[config.mk]
export PLATFORM = sky130hd
export DESIGN_NAME = i2c_byte_master
export DESIGN_NICKNAME = d
export VERILOG_FILES = /design/src/i2cbm_pkg.sv /design/src/i2cbm_engine.sv /design/src/i2c_byte_master.sv
export VERILOG_INCLUDE_DIRS = /design/src /design/src/src
export SDC_FILE = /design/constraint.sdc
export NUM_CORES = 1
export LEC_CHECK = 0
export BUFFER_PORTS_ARGS = -buffer_cell sky130_fd_sc_hd__buf_4
export CAP_MARGIN = 20
export CORE_MARGIN = 2
export CORE_UTILIZATION = 30
export CTS_CLUSTER_SIZE = 12
export DETAILED_ROUTE_END_ITERATION = 7
export PLACE_DENSITY = 0.52
export SLEW_MARGIN = 20
export SYNTH_ARGS = -nofsm -noshare
export SYNTH_HDL_FRONTEND = slang
export SYNTH_HIERARCHICAL = 1
export SYNTH_SLANG_ARGS = --single-unit
export TNS_END_PERCENT = 100
[constraint.sdc]
create_clock -name clk -period 4.72 [get_ports clk]
set_input_delay 0.236 -clock clk [delete_from_list [all_inputs] [get_ports clk]]
set_output_delay 0.236 -clock clk [all_outputs]
set_load 0.01 [all_outputs]
[src/assert_macros.svh]
// Assertion helpers shared by the RTL files.
`ifndef ASSERT_MACROS_SVH
`define ASSERT_MACROS_SVH

// Concurrent check on the rising clock edge, off while reset is asserted.
`define ASSERT_CLK(lbl, clk, rst_n, prop) \
    lbl: assert property (@(posedge clk) disable iff (!rst_n) prop) \
        else $error("assertion lbl failed");

// Condition that must never hold outside reset.
`define ASSERT_NEVER(lbl, clk, rst_n, cond) \
    lbl: assert property (@(posedge clk) disable iff (!rst_n) !(cond)) \
        else $error("assertion lbl failed");

`endif

[src/i2cbm_pkg.sv]
// ----------------------------------------------------------------------------
// i2cbm_pkg
// Types and constants of the byte-level I2C master engine.
// ----------------------------------------------------------------------------
package i2cbm_pkg;

    // Command codes
    localparam logic [2:0] OP_START   = 3'd0;
    localparam logic [2:0] OP_STOP    = 3'd1;
    localparam logic [2:0] OP_WRITE   = 3'd2;
    localparam logic [2:0] OP_READ    = 3'd3;
    localparam logic [2:0] OP_ACK     = 3'd4;
    localparam logic [2:0] OP_NACK    = 3'd5;
    localparam logic [2:0] OP_WAITACK = 3'd6;

    // Half period after reset, in engine steps (tick requests)
    localparam logic [15:0] HALF_PERIOD_RESET = 16'd500;

    // One input tick
    typedef struct packed {
        logic       cmd_valid;
        logic [2:0] opcode;
        logic [7:0] write_data;
        logic       sda_in;
    } in_item_t;

    // One result tick
    typedef struct packed {
        logic       scl_out;
        logic       sda_out;
        logic       busy_res;
        logic       done_res;
        logic [7:0] rd_byte;
        logic       ack_received;
    } out_item_t;

endpackage

[src/i2cbm_engine.sv]
// ----------------------------------------------------------------------------
// i2cbm_engine
// Command sequencer state and next-state logic, advanced one tick per step.
// ----------------------------------------------------------------------------
`include "assert_macros.svh"

module i2cbm_engine
(
    input  logic                 clk,
    input  logic                 rst_n,
    input  logic                 cfg_we,
    input  logic [15:0]          cfg_wdata,
    input  logic                 step,
    input  i2cbm_pkg::in_item_t  item,
    output i2cbm_pkg::out_item_t result
);

    // Phase codes
    localparam logic [4:0] PH_0    = 5'd0;
    localparam logic [4:0] PH_1    = 5'd1;
    localparam logic [4:0] PH_2    = 5'd2;
    localparam logic [4:0] PH_3    = 5'd3;
    localparam logic [4:0] PH_4    = 5'd4;
    localparam logic [4:0] PH_IDLE = 5'd31;

    localparam logic [3:0] BITS_PER_BYTE = 4'd8;

    logic [15:0] half_reg;
    logic [4:0]  phase_reg, phase_next;
    logic [3:0]  bit_reg, bit_next;
    logic [15:0] delay_reg, delay_next;
    logic [7:0]  shift_reg, shift_next;
    logic [2:0]  cmd_reg, cmd_next;
    logic        scl_reg, scl_next;
    logic        sda_reg, sda_next;
    logic        ack_reg, ack_next;
    logic [7:0]  hold_reg, hold_next;
    logic        run;
    logic        done;
    logic [3:0]  bit_inc;

    // Hold the half period register
    always_ff @(posedge clk or negedge rst_n)
    begin
        if (!rst_n)
        begin
            half_reg <= i2cbm_pkg::HALF_PERIOD_RESET;
        end
        else if (cfg_we)
        begin
            half_reg <= cfg_wdata;
        end
    end

    // Start a command or count down, then run the action of the phase
    always_comb
    begin
        phase_next = phase_reg;
        bit_next   = bit_reg;
        delay_next = delay_reg;
        shift_next = shift_reg;
        cmd_next   = cmd_reg;
        scl_next   = scl_reg;
        sda_next   = sda_reg;
        ack_next   = ack_reg;
        hold_next  = hold_reg;
        run        = 1'b0;
        done       = 1'b0;
        bit_inc    = bit_reg + 4'd1;

        if (phase_reg == PH_IDLE)
        begin
            if (item.cmd_valid && (item.opcode <= i2cbm_pkg::OP_WAITACK))
            begin
                cmd_next   = item.opcode;
                phase_next = PH_0;
                bit_next   = 4'd0;
                shift_next = (item.opcode == i2cbm_pkg::OP_WRITE) ? item.write_data : 8'd0;
                run        = 1'b1;
            end
        end
        else if (delay_reg > 16'd1)
        begin
            delay_next = delay_reg - 16'd1;
        end
        else
        begin
            run = 1'b1;
        end

        bit_inc = bit_next + 4'd1;

        if (run)
        begin
            unique case (cmd_next)
                i2cbm_pkg::OP_START:
                begin
                    unique case (phase_next)
                        PH_0:    begin sda_next = 1'b1; scl_next = 1'b1; phase_next = PH_1; end
                        PH_1:    begin sda_next = 1'b0; phase_next = PH_2; end
                        PH_2:    begin scl_next = 1'b0; phase_next = PH_3; end
                        default: begin sda_next = 1'b1; phase_next = PH_IDLE; end
                    endcase
                end
                i2cbm_pkg::OP_STOP:
                begin
                    unique case (phase_next)
                        PH_0:    begin sda_next = 1'b0; scl_next = 1'b0; phase_next = PH_1; end
                        PH_1:    begin scl_next = 1'b1; phase_next = PH_2; end
                        PH_2:    begin sda_next = 1'b0; phase_next = PH_3; end
                        default: begin sda_next = 1'b1; phase_next = PH_IDLE; end
                    endcase
                end
                i2cbm_pkg::OP_ACK, i2cbm_pkg::OP_NACK:
                begin
                    unique case (phase_next)
                        PH_0:
                        begin
                            sda_next   = (cmd_next == i2cbm_pkg::OP_NACK);
                            scl_next   = 1'b0;
                            phase_next = PH_1;
                        end
                        PH_1:    begin scl_next = 1'b1; phase_next = PH_2; end
                        default: begin scl_next = 1'b0; phase_next = PH_IDLE; end
                    endcase
                end
                i2cbm_pkg::OP_WAITACK:
                begin
                    unique case (phase_next)
                        PH_0:    begin scl_next = 1'b0; phase_next = PH_1; end
                        PH_1:    begin sda_next = 1'b1; phase_next = PH_2; end
                        PH_2:    begin scl_next = 1'b1; phase_next = PH_3; end
                        default:
                        begin
                            ack_next   = !item.sda_in;
                            scl_next   = 1'b0;
                            phase_next = PH_IDLE;
                        end
                    endcase
                end
                i2cbm_pkg::OP_WRITE:
                begin
                    unique case (phase_next)
                        PH_0:    begin scl_next = 1'b0; phase_next = PH_1; end
                        PH_1:    begin sda_next = shift_next[7]; phase_next = PH_2; end
                        PH_2:    begin scl_next = 1'b1; phase_next = PH_3; end
                        PH_3:
                        begin
                            scl_next   = 1'b0;
                            shift_next = {shift_next[6:0], 1'b0};
                            bit_next   = bit_inc;
                            phase_next = (bit_inc < BITS_PER_BYTE) ? PH_1 : PH_4;
                        end
                        default: begin scl_next = 1'b0; phase_next = PH_IDLE; end
                    endcase
                end
                i2cbm_pkg::OP_READ:
                begin
                    unique case (phase_next)
                        PH_0:    begin sda_next = 1'b1; scl_next = 1'b0; phase_next = PH_1; end
                        PH_1:    begin scl_next = 1'b1; phase_next = PH_2; end
                        PH_2:
                        begin
                            shift_next = {shift_next[6:0], item.sda_in};
                            scl_next   = 1'b0;
                            bit_next   = bit_inc;
                            phase_next = (bit_inc < BITS_PER_BYTE) ? PH_0 : PH_3;
                        end
                        PH_3:    begin scl_next = 1'b0; phase_next = PH_4; end
                        default: begin hold_next = shift_next; phase_next = PH_IDLE; end
                    endcase
                end
                default:
                begin
                    phase_next = PH_IDLE;
                end
            endcase

            // Reload the spacing counter, a zero half period acts as one
            if (phase_next == PH_IDLE)
            begin
                done       = 1'b1;
                delay_next = 16'd0;
            end
            else
            begin
                delay_next = (half_reg != 16'd0) ? half_reg : 16'd1;
            end
        end
    end

    // Advance the state on each step
    always_ff @(posedge clk or negedge rst_n)
    begin
        if (!rst_n)
        begin
            phase_reg <= PH_IDLE;
            bit_reg   <= 4'd0;
            delay_reg <= 16'd0;
            shift_reg <= 8'd0;
            cmd_reg   <= i2cbm_pkg::OP_START;
            scl_reg   <= 1'b1;
            sda_reg   <= 1'b1;
            ack_reg   <= 1'b0;
            hold_reg  <= 8'd0;
        end
        else if (step)
        begin
            phase_reg <= phase_next;
            bit_reg   <= bit_next;
            delay_reg <= delay_next;
            shift_reg <= shift_next;
            cmd_reg   <= cmd_next;
            scl_reg   <= scl_next;
            sda_reg   <= sda_next;
            ack_reg   <= ack_next;
            hold_reg  <= hold_next;
        end
    end

    // Drive the result of this tick
    always_comb
    begin
        result.scl_out      = scl_next;
        result.sda_out      = sda_next;
        result.busy_res     = (phase_next != PH_IDLE);
        result.done_res     = done;
        result.rd_byte      = hold_next;
        result.ack_received = ack_next;
    end

    `ASSERT_CLK(a_done_goes_idle, clk, rst_n, (step && done) |=> (phase_reg == PH_IDLE))
    `ASSERT_NEVER(a_idle_no_delay, clk, rst_n, (phase_reg == PH_IDLE) && (delay_reg != 16'd0))
    `ASSERT_NEVER(a_bit_range, clk, rst_n, bit_reg > BITS_PER_BYTE)

endmodule

[src/i2c_byte_master.sv]
// ----------------------------------------------------------------------------
// i2c_byte_master
// Byte-level I2C master: input register, engine step, result register.
// ----------------------------------------------------------------------------
// A tick request is held in the input register, then its result in the result register.
// One tick request per cycle when not stalled; state advances once per request.
// Pin changes are spaced by the half period register counted in requests.
// Reset (rst_n low, asynchronous): engine idle, SCL and SDA released,
// half period 500, read byte and ack flag cleared, both stages empty.
`include "assert_macros.svh"

module i2c_byte_master
(
    input  logic                 clk,
    input  logic                 rst_n,
    input  logic                 cfg_we,
    input  logic [15:0]          cfg_wdata,
    input  logic                 item_valid,
    output logic                 item_stall,
    input  i2cbm_pkg::in_item_t  item,
    output logic                 result_valid,
    input  logic                 result_stall,
    output i2cbm_pkg::out_item_t result
);

    logic                 s1_valid_reg;
    i2cbm_pkg::in_item_t  s1_item_reg;
    logic                 res_valid_reg;
    i2cbm_pkg::out_item_t res_reg;
    i2cbm_pkg::out_item_t eng_result;
    logic                 advance;
    logic                 step;

    // Move when the result register is empty or being taken
    assign advance    = !res_valid_reg || !result_stall;
    assign step       = s1_valid_reg && advance;
    assign item_stall = s1_valid_reg && !advance;

    // Hold the input request
    always_ff @(posedge clk or negedge rst_n)
    begin
        if (!rst_n)
        begin
            s1_valid_reg <= 1'b0;
        end
        else if (!item_stall)
        begin
            s1_valid_reg <= item_valid;
        end
    end

    always_ff @(posedge clk)
    begin
        if (!item_stall && item_valid)
        begin
            s1_item_reg <= item;
        end
    end

    i2cbm_engine u_engine
    (
        .clk       (clk),
        .rst_n     (rst_n),
        .cfg_we    (cfg_we),
        .cfg_wdata (cfg_wdata),
        .step      (step),
        .item      (s1_item_reg),
        .result    (eng_result)
    );

    // Hold the result request
    always_ff @(posedge clk or negedge rst_n)
    begin
        if (!rst_n)
        begin
            res_valid_reg <= 1'b0;
        end
        else if (advance)
        begin
            res_valid_reg <= s1_valid_reg;
        end
    end

    always_ff @(posedge clk)
    begin
        if (step)
        begin
            res_reg <= eng_result;
        end
    end

    assign result_valid = res_valid_reg;
    assign result       = res_reg;

    `ASSERT_CLK(a_stall_when_full, clk, rst_n, (s1_valid_reg && !advance) |-> item_stall)
    `ASSERT_CLK(a_step_fills_result, clk, rst_n, step |=> res_valid_reg)

endmodule
### Word-level counts from Yosys, hierarchy flattened

Index checks and enable logic that the tools add are counted.

| storage, ports and cells | value |
|---|---|
| bits in registers | 91 |
| input port bits | 34 |
| output and inout port bits | 15 |
| word-level logic and storage cells | 119 |

| operators by class | value |
|---|---|
| $add $sub $neg | 2 |
| $lt $le $gt $ge | 3 |
| equality and inequality tests | 14 |
| mux-type cells | 56 |
| reductions and logical operators | 22 |

Operator list:

| operator | count |
|---|---|
| 16-bit 2-to-1 mux | 5 |
| 8-bit 2-to-1 mux | 9 |
| 5-bit one-hot mux with 4 select lines | 3 |
| 4-bit 2-to-1 mux | 5 |
| 5-bit 2-to-1 mux | 4 |
| 16-bit by 1-bit greater-than comparator with 1-bit output, second input constant | 1 |
| 8-bit one-hot mux with 2 select lines | 1 |
| 16-bit nonzero test | 1 |
| 16-bit by 1-bit subtractor with 16-bit output, second input constant | 1 |
| 5-bit one-hot mux with 3 select lines | 1 |
| 1-bit 2-to-1 mux | 14 |
| 1-bit one-hot mux with 2 select lines | 6 |
| 5-bit by 2-bit equality test with 1-bit output, second input constant | 2 |
| 5-bit equality test, second input constant | 2 |
| 5-bit one-hot mux with 2 select lines | 1 |
| 3-bit by 2-bit equality test with 1-bit output, second input constant | 3 |
| 3-bit equality test, second input constant | 3 |
| 3-bit 2-to-1 mux | 3 |
| 3-bit OR reduction | 3 |
| 4-bit one-hot mux with 2 select lines | 1 |
| 1-bit one-hot mux with 6 select lines | 1 |
| 2-bit OR reduction | 3 |
| 5-bit by 1-bit equality test with 1-bit output, second input constant | 1 |
| 1-bit logical NOT | 5 |
| 15 further kinds | 18 |

### Depth between registers and ports, before layout

Gate-level depths: netlist of the first run.

| depth | value |
|---|---|
| depth in word-level cells | 13 |
| mapped depth | 12 |

### Modules after synthesis

The synthesis of the first run kept the hierarchy.

Modules (own cells, without submodules):

| module | instances | cells each | area an instance (sq um) | seq. area each (sq um) |
|---|---|---|---|---|
| i2cbm_engine | 1 | 459 | 4121.5 | 1592.8 |
| i2c_byte_master | 1 | 34 | 873.3 | 830.8 |

### Worst setup path after synthesis of the first run

No wires, ideal clock.

| timing | value |
|---|---|
| path kind | reg-to-reg |
| from | register res_valid_reg, in the netlist result_valid |
| to | register u_engine.delay_reg[5] |
| data arrival time | 3.180 ns |
| data required time | 4.596 ns |
| path slack | 1.416 ns |
| cell stages (with the launch flop) | 8 |
| buffers on the path | 1 |
| cells stage by stage | dfrtp_1 > a21boi_0 > inv_1 > a21oi_1 > buf_1 > o21ai_0 > and2_1 > a211o_1 |

| between the ends | value |
|---|---|
| cells in the longest elaborated chain, start to end | 4 |

RTL lines:

| element | RTL line | text |
|---|---|---|
| start, declared | i2c_byte_master.sv:28 | `logic res_valid_reg;` |
| start signal, assigned | i2c_byte_master.sv:80 | `res_valid_reg <= s1_valid_reg;` |
| 1-bit logical NOT | i2c_byte_master.sv:35 | `assign advance = !res_valid_reg \|\| !result_stall;` |
| 1-bit logical OR | i2c_byte_master.sv:35 |  |
| 1-bit logical AND | i2c_byte_master.sv:36 | `assign step = s1_valid_reg && advance;` |
| net step | i2c_byte_master.sv:32 | `logic step;` |
| 3-bit AND reduction (no source line) | -- |  |
| end signal, assigned | i2cbm_engine.sv:211 | `delay_reg <= delay_next;` |
| end, declared | i2cbm_engine.sv:31 | `logic [15:0] delay_reg, delay_next;` |

The timed path passes the listed nets, and every way through them passes these cells.
A chain may end at the register's enable or synchronous reset.

==> results of run 1 <==
[through the flow]
stage,utilization,cells
finish,0.351,745
global placement,0.332,729
floorplan,-,493
detailed placement,0.332,729
CTS,0.350,745
global route,0.351,745
[layout make-up]
type / instances / area [um^2] / share of cell area
Clock inverter: 5 / 51.3 / 0.00891
Tap cell: 220 / 275 / 0.0478
Clock buffer: 11 / 253 / 0.0439
Multi-Input combinational cell: 347 / 2290 / 0.399
Inverter: 20 / 75.1 / 0.0130
Sequential cell: 91 / 2420 / 0.421
Timing Repair Buffer: 51 / 383 / 0.0665
[worst paths after layout]
kind / slack [ps] / to / from
max: 1790 / result[8] / u_engine/phase_reg[0]
max in group asynchronous: 4140 / u_engine/shift_reg[3] / rst_n
min in group clk: 60 / s1_item_reg[7] / item[7]
min: 9 / u_engine/cmd_reg[1] / rst_n
max reg2reg: 1790 / result[8] / u_engine/phase_reg[0]
min reg2reg: 510 / result_valid / s1_valid_reg
[where the power goes]
part	switching, mW	internal (mW)	total [mW]
registers	0.176	0.983	1.16
logic	0.431	0.312	0.743
clock network	0.305	0.436	0.741
total	0.912	1.73	2.64
[kinds of logic (layout without fill, tap and decap cells)]
kind of cell | after synthesis | in the layout | share of synthesized area
buf+inv | 55 | 87 | 0.0586
xor+xnor | 2 | 2 | 0.00351
flops | 91 | 91 | 0.485
fa+ha+maj | 3 | 3 | 0.00752
compound gates | 137 | 137 | 0.196
simple gates | 177 | 177 | 0.187
mux | 28 | 28 | 0.0626
[cells in the final DEF, fill, tap and decap left out, types with 3 or more instances in the layout]
master / Yosys / layout
nor4_1: 7 / 7
o21ai_0: 38 / 38
ha_1: 3 / 3
nand4b_1: 3 / 3
edfxtp_1: 26 / 26
buf_4: 4 / 51
nand4_1: 4 / 4
and2_1: 13 / 13
nand2_1: 36 / 36
inv_1: 20 / 20
a22o_1: 3 / 3
nand3_1: 23 / 23
nor3b_1: 4 / 4
mux2_2: 26 / 26
nor2b_1: 4 / 4
and3_1: 4 / 4
o22ai_1: 3 / 3
o21a_1: 3 / 3
a221o_1: 11 / 11
nand2b_1: 4 / 4
o221ai_1: 9 / 9
a21oi_1: 18 / 18
a31oi_1: 4 / 4
a211o_1: 3 / 3
nor3_1: 24 / 23
o31ai_1: 4 / 4
nor2_1: 35 / 35
a2111oi_0: 3 / 3
dfstp_2: 13 / 13
a21boi_0: 8 / 7
a21o_1: 4 / 4
o21ai_1: 3 / 3
clkbuf_16: 0 / 9
or3_1: 5 / 5
o211ai_1: 3 / 3
dfrtp_1: 52 / 52
[per-layer routing]
layer | up-vias | GRT usage | part of all wire
met5 | - | 0 | 0
met4 | 0 | 0.0645 | 0.021
met3 | 33 | 0.0287 | 0.063
met2 | 169 | 0.239 | 0.46
met1 | 1996 | 0.216 | 0.45
li1 | 1894 | - | -
==> reports/metrics.csv, run 1 <==
stage,metric,value,unit
detailed_routing,via_count,4092,
timing,tns,0,ps
detailed_routing,number_of_iterations_in_the_first_detailed_routing_pass,7,
die,design.portCount,49,
clock_tree,cts_buffer_count,9,
setup_path,critical_path_depth,5,
timing,grt_setup_unrepaired,false,
yosys,synthTopCellsByArea,"dfrtp_1 (26%), edfxtp_1 (16%), dfstp_2 (6.8%)",
yosys,synth_enable_flop_cells,26,
yosys,syn_area_per_cell,10.1,um^2
setup_path,critical-path-top-delay-family,simple AND/OR/NAND/NOR gates,
placement,globalplace.congestion,0.889,
clock_tree,clock_path_buffers,2,
placement,post-dp-hpwl,9.15,mm
timing,post-route-min-period,2930,ps
timing,peak_clock_frequency_supported_by_timing,0.342,GHz
setup_path,data_arrival_time_of_the_critical_path,3030,ps
yosys,synth.net_count,530,
global_routing,number_of_antenna_violations_at_the_first_check_in_global_routing,0,
yosys,synthDistinctLibCells,67,
cells_and_area,drive_gt1_frac,0.227,
global_routing,grt_pass1_vias,4095,
die,die_x,133,um
clock_tree,cts.reportedPaths.clkPinSlew,70,ps
yosys,synthMostInstantiatedCell,dfrtp_1,
cells_and_area,areaGrowthSynthToFinish,15.2,%
placement,pre_cts_ws,1830,ps
die,dieHeight,133,um
setup_path,path_cells,nand4b_1 > o22a_1 > nor2_1 > nand3_1 > mux2_2,
power,power.density,459,mW/mm^2
setup_path,worst-r2r-cell-count,5,
global_routing,grt_pass1_wl,21.8,mm
clock_tree,cts_sinks,91,
yosys,mappedNetlistArea,0.00499,mm^2
die,placement_rows,47,
detailed_routing,average_vias_per_placed_instance,5.49,
yosys,synth_warnings,6,
timing,worst_slew_pin_slew,1070,ps
timing,layout_worst_path_cycle_share,0.620,
die,fp.coreArea,0.0164,mm^2
setup_path,critical_path_sink_type,flop,
setup_path,timing_worst_setup_path_type,flop to flop,
clock_tree,clkLatencyLatePin,350,ps
timing,finalWorstSetupSlack,1790,ps
global_routing,largest_net_degree_at_the_start_of_global_routing,66,
power,irDropWorstVdd,184,uV
timing,hold_viol,0,
timing,worst_slew_margin_rel,0.286,
worst_hold_path,timing.hold.worst.class,primary input to asynchronous set/reset pin,
detailed_routing,drt-initial-drc-count,346,
global_routing,grtUsageTotal,0.156,
power,totalPowerFinal,2.64,mW
setup_path,critPathRequiredTime,4820,ps
yosys,synth_cells,493,
outcome,status,"finished, final reports clean",
yosys,synthArstFlopShare,0.714,
yosys,postSynthRegisterBits,91,
power,leakage,2.25,nW
detailed_routing,drcViolationCount,0,
yosys,top_reg_cell_synth,dfrtp_1,
clock_tree,cts_post_setup_buffers_inserted,0,
global_routing,grt_overflow_total,0,
cells_and_area,num-fill-cells,1674,
timing,drv_slew,0,
die,initial_core_util,0.304,
placement,placement.io_buffers,48,
setup_path,crit_slowest_cell,dfstp_2,
die,design.die.area,0.0177,mm^2
yosys,synth.yosys.seq_area_share,0.485,
setup_path,critical_path.n_buffers_inverters,0,
cells_and_area,insertedDiodeCount,0,
cells_and_area,fin_nets,557,
yosys,synthDominantCellAreaShare,0.261,
run,max_cap_violations,0,
placement,dpl_cell_area,0.00545,mm^2
setup_path,max_stage_delay,730,ps
clock_tree,clock_tree.root_cell,clkbuf_16,
detailed_routing,wl_per_cell,17.8,um
clock_tree,cts_max_level,3,
cells_and_area,finish.instance_area,0.00576,mm^2
timing,final.hold.worst_slack,9.07,ps
timing,skew,8.61,ps
setup_path,path_max_fanout,18,
timing,finalSetupViolCount,0,
clock_tree,cts_hold_buffers,0,
setup_path,worst_setup_path_start_kind,flop,
clock_tree,post_cts_resize_count,0,
detailed_routing,antenna_left,0,
detailed_routing,route.final.wire_length,13.3,mm
clock_tree,tritoncts_clock_tree,yes,
yosys,yosys-top-cells-count,"dfrtp_1 (52), o21ai_0 (38), nand2_1 (36)",
yosys,synth_top_cell_by_area,dfrtp_1,
Power figures use the tool's default switching activity.
==> inputs of run 2 (changes only) <==
Settings changed: PLACE_DENSITY 0.52 to 0.54.
Clock period 4.72 ns to 2.6 ns, I/O delays scaled along.
==> run 2 against run 1 <==
Fmax grew 17%. Global-route usage rose by 0.47 points. Critical path type unchanged. Sequential share of layout area fell by 2.6 points. Critical endpoint is now result[11]. Largest power group unchanged.
==> reports/metrics.csv, run 2 (synthesis gave the netlist of run 1 again) <==
stage,metric,value,unit
clock_tree,clock_path_buffers,2,
setup_path,data_arrival_time_of_the_critical_path,2680,ps
global_routing,number_of_antenna_violations_at_the_first_check_in_global_routing,0,
detailed_routing,drt-initial-drc-count,237,
power,power.density,827,mW/mm^2
detailed_routing,number_of_iterations_in_the_first_detailed_routing_pass,4,
setup_path,worst_setup_path_start_kind,flop,
worst_hold_path,timing.hold.worst.class,primary input to flop,
placement,dpl_cell_area,0.00565,mm^2
global_routing,grt.met3_usage,0.0249,
timing,layout_worst_path_cycle_share,0.960,
die,initial_core_util,0.304,
clock_tree,cts.reportedPaths.clkPinSlew,70,ps
timing,tns,0,ps
detailed_routing,drcViolationCount,0,
clock_tree,tritoncts_clock_tree,yes,
timing,drv_slew,0,
timing,worst_slew_margin_rel,0.432,
cells_and_area,drive_gt1_frac,0.259,
cells_and_area,insertedDiodeCount,0,
timing,post-route-min-period,2500,ps
run,max_cap_violations,0,
timing,hold_viol,0,
setup_path,worst-r2r-cell-count,6,
global_routing,largest_net_degree_at_the_start_of_global_routing,66,
cells_and_area,areaGrowthSynthToFinish,22.7,%
setup_path,regToRegSetupSlack,100,ps
clock_tree,clock_tree.root_cell,clkbuf_16,
placement,post-dp-hpwl,9.62,mm
worst_hold_path,hold_depth,2,
cells_and_area,fin_nets,599,
global_routing,grt_overflow_total,0,
worst_hold_path,hold_start,cfg_wdata[11],
global_routing,globalRouteMet1Util,0.227,
die,design.portCount,49,
power,leakage,2.44,nW
timing,peak_clock_frequency_supported_by_timing,0.400,GHz
setup_path,path_max_fanout,32,
clock_tree,clkLatencyLatePin,350,ps
setup_path,critPathRequiredTime,2780,ps
cells_and_area,finish.instance_area,0.00613,mm^2
global_routing,grt_pass1_vias,4166,
cells_and_area,layout_common_cells,"buf_4 (78), dfrtp_1 (52), o21ai_0 (38)",
cells_and_area,layout_commonest_cell,buf_4,
die,fp.coreArea,0.0164,mm^2
die,placement_rows,47,
timing,worst_slew_pin_slew,852,ps
die,design.die.area,0.0177,mm^2
setup_path,timing.rr.start,u_engine/phase_reg[4],
power,irDropWorstVdd,411,uV
placement,globalplace.congestion,0.951,
detailed_routing,average_vias_per_placed_instance,5.38,
clock_tree,cts_sinks,91,
placement,placement.io_buffers,48,
detailed_routing,wl_per_cell,17.5,um
clock_tree,cts_max_level,3,
setup_path,critical_path_sink_type,flop,
timing,skew,11.0,ps
clock_tree,cts_post_setup_buffers_inserted,0,
global_routing,grt_use_met2,0.245,
detailed_routing,antenna_left,0,
global_routing,grtUsageTotal,0.160,
die,die_x,133,um
die,dieHeight,133,um
setup_path,timing_worst_setup_path_type,flop to flop,
detailed_routing,route.final.wire_length,13.8,mm
clock_tree,cts_buffer_count,9,
global_routing,grt_pass1_wl,22.4,mm
setup_path,r2r-end,result[11],
timing,finalSetupViolCount,0,
global_routing,grt-busiest-layer,met2,
outcome,status,"finished, final reports clean",
detailed_routing,via_count,4232,
worst_hold_path,holdPathEnd,u_engine/half_reg[11],
-- run 2: final cells by class --
cell class	instances	area, um^2
clock buffer	10	229
clock inverter	6	88.8
timing repair buffer	93	736
sequential	91	2420
tap	220	275
fill	1615	10300
inverter	20	75.1
multi-input combinational	347	2300
-- run 2: layer usage --
layer / wire length [um] / part of all wire / vias up
met2: 6230 / 0.45 / 145
met3: 753 / 0.055 / 21
met5: 0 / 0 / -
li1: - / - / 1982
met4: 273 / 0.020 / 0
met1: 6520 / 0.47 / 2084
-- run 2: report_power, final --
| group | internal [mW] | switching [mW] | total [mW] | leakage, nW |
|---|---|---|---|---|
| combinational | 0.694 | 0.880 | 1.57 | 1.27 |
| clock | 0.845 | 0.581 | 1.43 | 0.151 |
| sequential | 1.78 | 0.285 | 2.07 | 1.03 |
| total | 3.32 | 1.75 | 5.07 | 2.44 |
-- run 2: metrics by stage --
| step | util | instances | hold slack (ps) | setup slack, ps | total power, mW |
|---|---|---|---|---|---|
| after global placement | 0.344 | 756 | 295 | 143 | 3.60 |
| after floorplan | - | 493 | -166 | 121 | 3.08 |
| final | 0.374 | 787 | 11.3 | 103 | 5.07 |
| after global routing | 0.374 | 787 | 7.70 | -23.7 | 5.35 |
| after detailed placement | 0.344 | 756 | 309 | 81.4 | 3.60 |
| after CTS | 0.373 | 787 | 1.28 | 85.5 | 5.06 |
-- run 2: what timing repair did --
item / in CTS / in global routing
resized for setup: 0 / 4
endpoints found under the hold margin: 66 / 0
hold buffers: 15 / 0
endpoints found under the setup margin: 0 / 5
-- run 2: worst max-delay path by stage --
stage	to	from	slack, ps	cells after the start
4_1_cts	result[11]	u_engine/phase_reg[4]	90	6
2_1_floorplan	result[11]	u_engine/phase_reg[2]	120	10
3_5_place_dp	result[11]	u_engine/phase_reg[4]	80	6
6_report	result[11]	u_engine/phase_reg[4]	100	6
5_1_grt	result[11]	u_engine/phase_reg[2]	-20	6
3_3_place_gp	result[11]	u_engine/phase_reg[2]	140	6
-- run 2: worst max-delay path: stages, from the launching register on --
cell and delay (ps):
dfstp_2 600, and3_1 310, and3_4 440, nor3_1 120, a2111oi_1 510, a2111oi_2 110
a31oi_1 230
==> inputs of run 3 (changes only) <==
Settings changed: REMOVE_ABC_BUFFERS from default to 1.
==> run 3 against run 2 <==
Non-clock buffer count is 3 higher. Power is 1.7% lower. Flip-flop and latch count did not move. Count of clock-buffer cells in the layout unchanged. Critical path type unchanged.
==> reports/metrics.csv, run 3 (synthesis gave the netlist of run 1 again) <==
stage,metric,value,unit
power,power.share.switching,0.341,
power,net-switching-power,1.70,mW
clock_tree,clock_tree.root_cell,clkbuf_16,
setup_path,max_stage_delay,590,ps
setup_path,path_cells,and3_1 > nand3_1 > a21oi_1 > a221oi_1 > a2111oi_1 > buf_4 > a31oi_1,
setup_path,crit_slowest_cell,dfstp_2,
die,initial_core_util,0.304,
setup_path,timing.rr.start,u_engine/phase_reg[4],
detailed_routing,number_of_iterations_in_the_first_detailed_routing_pass,5,
clock_tree,cts_sinks,91,
placement,post-dp-hpwl,9.63,mm
setup_path,timing_worst_setup_path_type,flop to flop,
detailed_routing,drt-initial-drc-count,354,
timing,layout_worst_path_cycle_share,0.922,
clock_tree,clkLatencyLatePin,360,ps
worst_hold_path,timing.hold.worst.class,primary input to flop,
cells_and_area,areaGrowthSynthToFinish,22.9,%
cells_and_area,layout_commonest_cell,buf_4,
detailed_routing,drcViolationCount,0,
power,leakage,2.45,nW
timing,grt_setup_unrepaired,false,
setup_path,data_arrival_time_of_the_critical_path,2500,ps
clock_tree,cts_max_level,3,
timing,hold_viol,0,
global_routing,number_of_antenna_violations_at_the_first_check_in_global_routing,0,
die,fp.coreArea,0.0164,mm^2
setup_path,startpoint,u_engine/phase_reg[4],
global_routing,largest_net_degree_at_the_start_of_global_routing,66,
setup_path,critPathRequiredTime,2700,ps
die,placement_rows,47,
global_routing,grt_pass1_vias,4109,
placement,globalplace.congestion,0.894,
cells_and_area,share_of_the_core_filled_with_cells,0.374,
timing,drv_slew,0,
detailed_routing,antenna_left,0,
timing,worst_slew_pin_slew,853,ps
cells_and_area,finish.instance_area,0.00614,mm^2
placement,placement.io_buffers,48,
detailed_routing,average_vias_per_placed_instance,5.34,
setup_path,critical_path.n_buffers_inverters,1,
power,totalPowerFinal,4.98,mW
cells_and_area,drive_gt1_frac,0.260,
detailed_routing,via_count,4218,
placement,dpl_cell_area,0.00568,mm^2
outcome,status,"finished, final reports clean",
timing,finalWorstSetupSlack,202,ps
clock_tree,clock_path_buffers,2,
setup_path,regToRegSetupSlack,200,ps
cells_and_area,insertedDiodeCount,0,
setup_path,critical-path-top-delay-family,compound AO/OA/AOI/OAI gates,
timing,worst_slew_margin_rel,0.432,
clock_tree,cts.reportedPaths.clkPinSlew,70,ps
detailed_routing,wl_per_cell,16.9,um
setup_path,worst_setup_path_start_kind,flop,
timing,skew,5.64,ps
run,max_cap_violations,0,
die,dieHeight,133,um
power,power.clock.fraction,0.269,
die,die_x,133,um
global_routing,grtUsageTotal,0.156,
power,power.combinational.fraction,0.317,
clock_tree,cts_post_setup_buffers_inserted,0,
power,power.density,811,mW/mm^2
power,power.internal,3.28,mW
power,power.share.sequential,0.414,
setup_path,path_max_fanout,9,
worst_hold_path,hold_start,cfg_wdata[10],
setup_path,critical_path_sink_type,flop,
clock_tree,tritoncts_clock_tree,yes,
cells_and_area,layout_common_cells,"buf_4 (80), dfrtp_1 (52), o21ai_0 (38)",
timing,post-route-min-period,2400,ps
placement,pre_cts_ws,173,ps
cells_and_area,fin_nets,602,
timing,peak_clock_frequency_supported_by_timing,0.417,GHz
clock_tree,cts_buffer_count,9,
die,design.die.area,0.0177,mm^2
timing,finalSetupViolCount,0,
global_routing,grt_overflow_total,0,
die,design.portCount,49,
detailed_routing,route.final.wire_length,13.4,mm
global_routing,grt_pass1_wl,21.6,mm
power,irDropWorstVdd,294,uV
[run 3: metal layers]
metal | wire length [um] | track usage | vias to the layer above
met2 | 6280 | 0.246 | 107
li1 | - | - | 1983
met5 | 0 | 0 | -
met1 | 6300 | 0.214 | 2102
met4 | 367 | 0.0729 | 0
met3 | 415 | 0.0199 | 26
[run 3: power groups by stage]
stage                     Combinational [mW]  Clock, mW  Sequential (mW)
after floorplan                        0.946          0             2.03
after global placement                  1.54          0             2.07
after detailed placement                1.54          0             2.08
after CTS                               1.56       1.37             2.05
after global routing                    1.73       1.44             2.11
final                                   1.58       1.34             2.06
[run 3: worst register-to-register path, delay by kind of cell (launching register included)]
kind | cells | cell delay [ps]
flip-flops | 1 | 590
buffers and inverters | 1 | 170
AND/OR/NAND/NOR | 2 | 560
AO/OA/AOI/OAI | 4 | 800
[run 3: timing repair]
action	4_1_cts	5_1_grt
gates resized for setup	0	2
hold buffers	15	0
endpoints found under the hold margin	66	0
endpoints found under the setup margin	0	1
[run 3: path summary, 6_finish.rpt]
kind | endpoint | cells after the start
worst max-delay path | result[11] | 7
worst min-delay path | u_engine/half_reg[10] | 2
worst max register to register | result[11] | 7
worst min register to register | u_engine/hold_reg[2] | 1
max in group asynchronous | u_engine/delay_reg[12] | 2
min in group asynchronous | u_engine/hold_reg[6] | 2
[run 3: metrics by stage]
stage	instances	hold WS, ps	setup TNS, ps
after floorplan	458	-166	-80490
after global placement	759	291	0
after detailed placement	759	299	0
after CTS	790	1.22	0
after global routing	790	5.00	0
final	790	7.45	0
[run 3: cell type report]
cell class / instances / area, um^2
Clock buffer: 10 / 239
Clock inverter: 6 / 62.6
Fill cell: 1641 / 10300
Inverter: 20 / 75.1
Multi-Input combinational cell: 347 / 2290
Sequential cell: 91 / 2420
Tap cell: 220 / 275
Timing Repair Buffer: 96 / 771
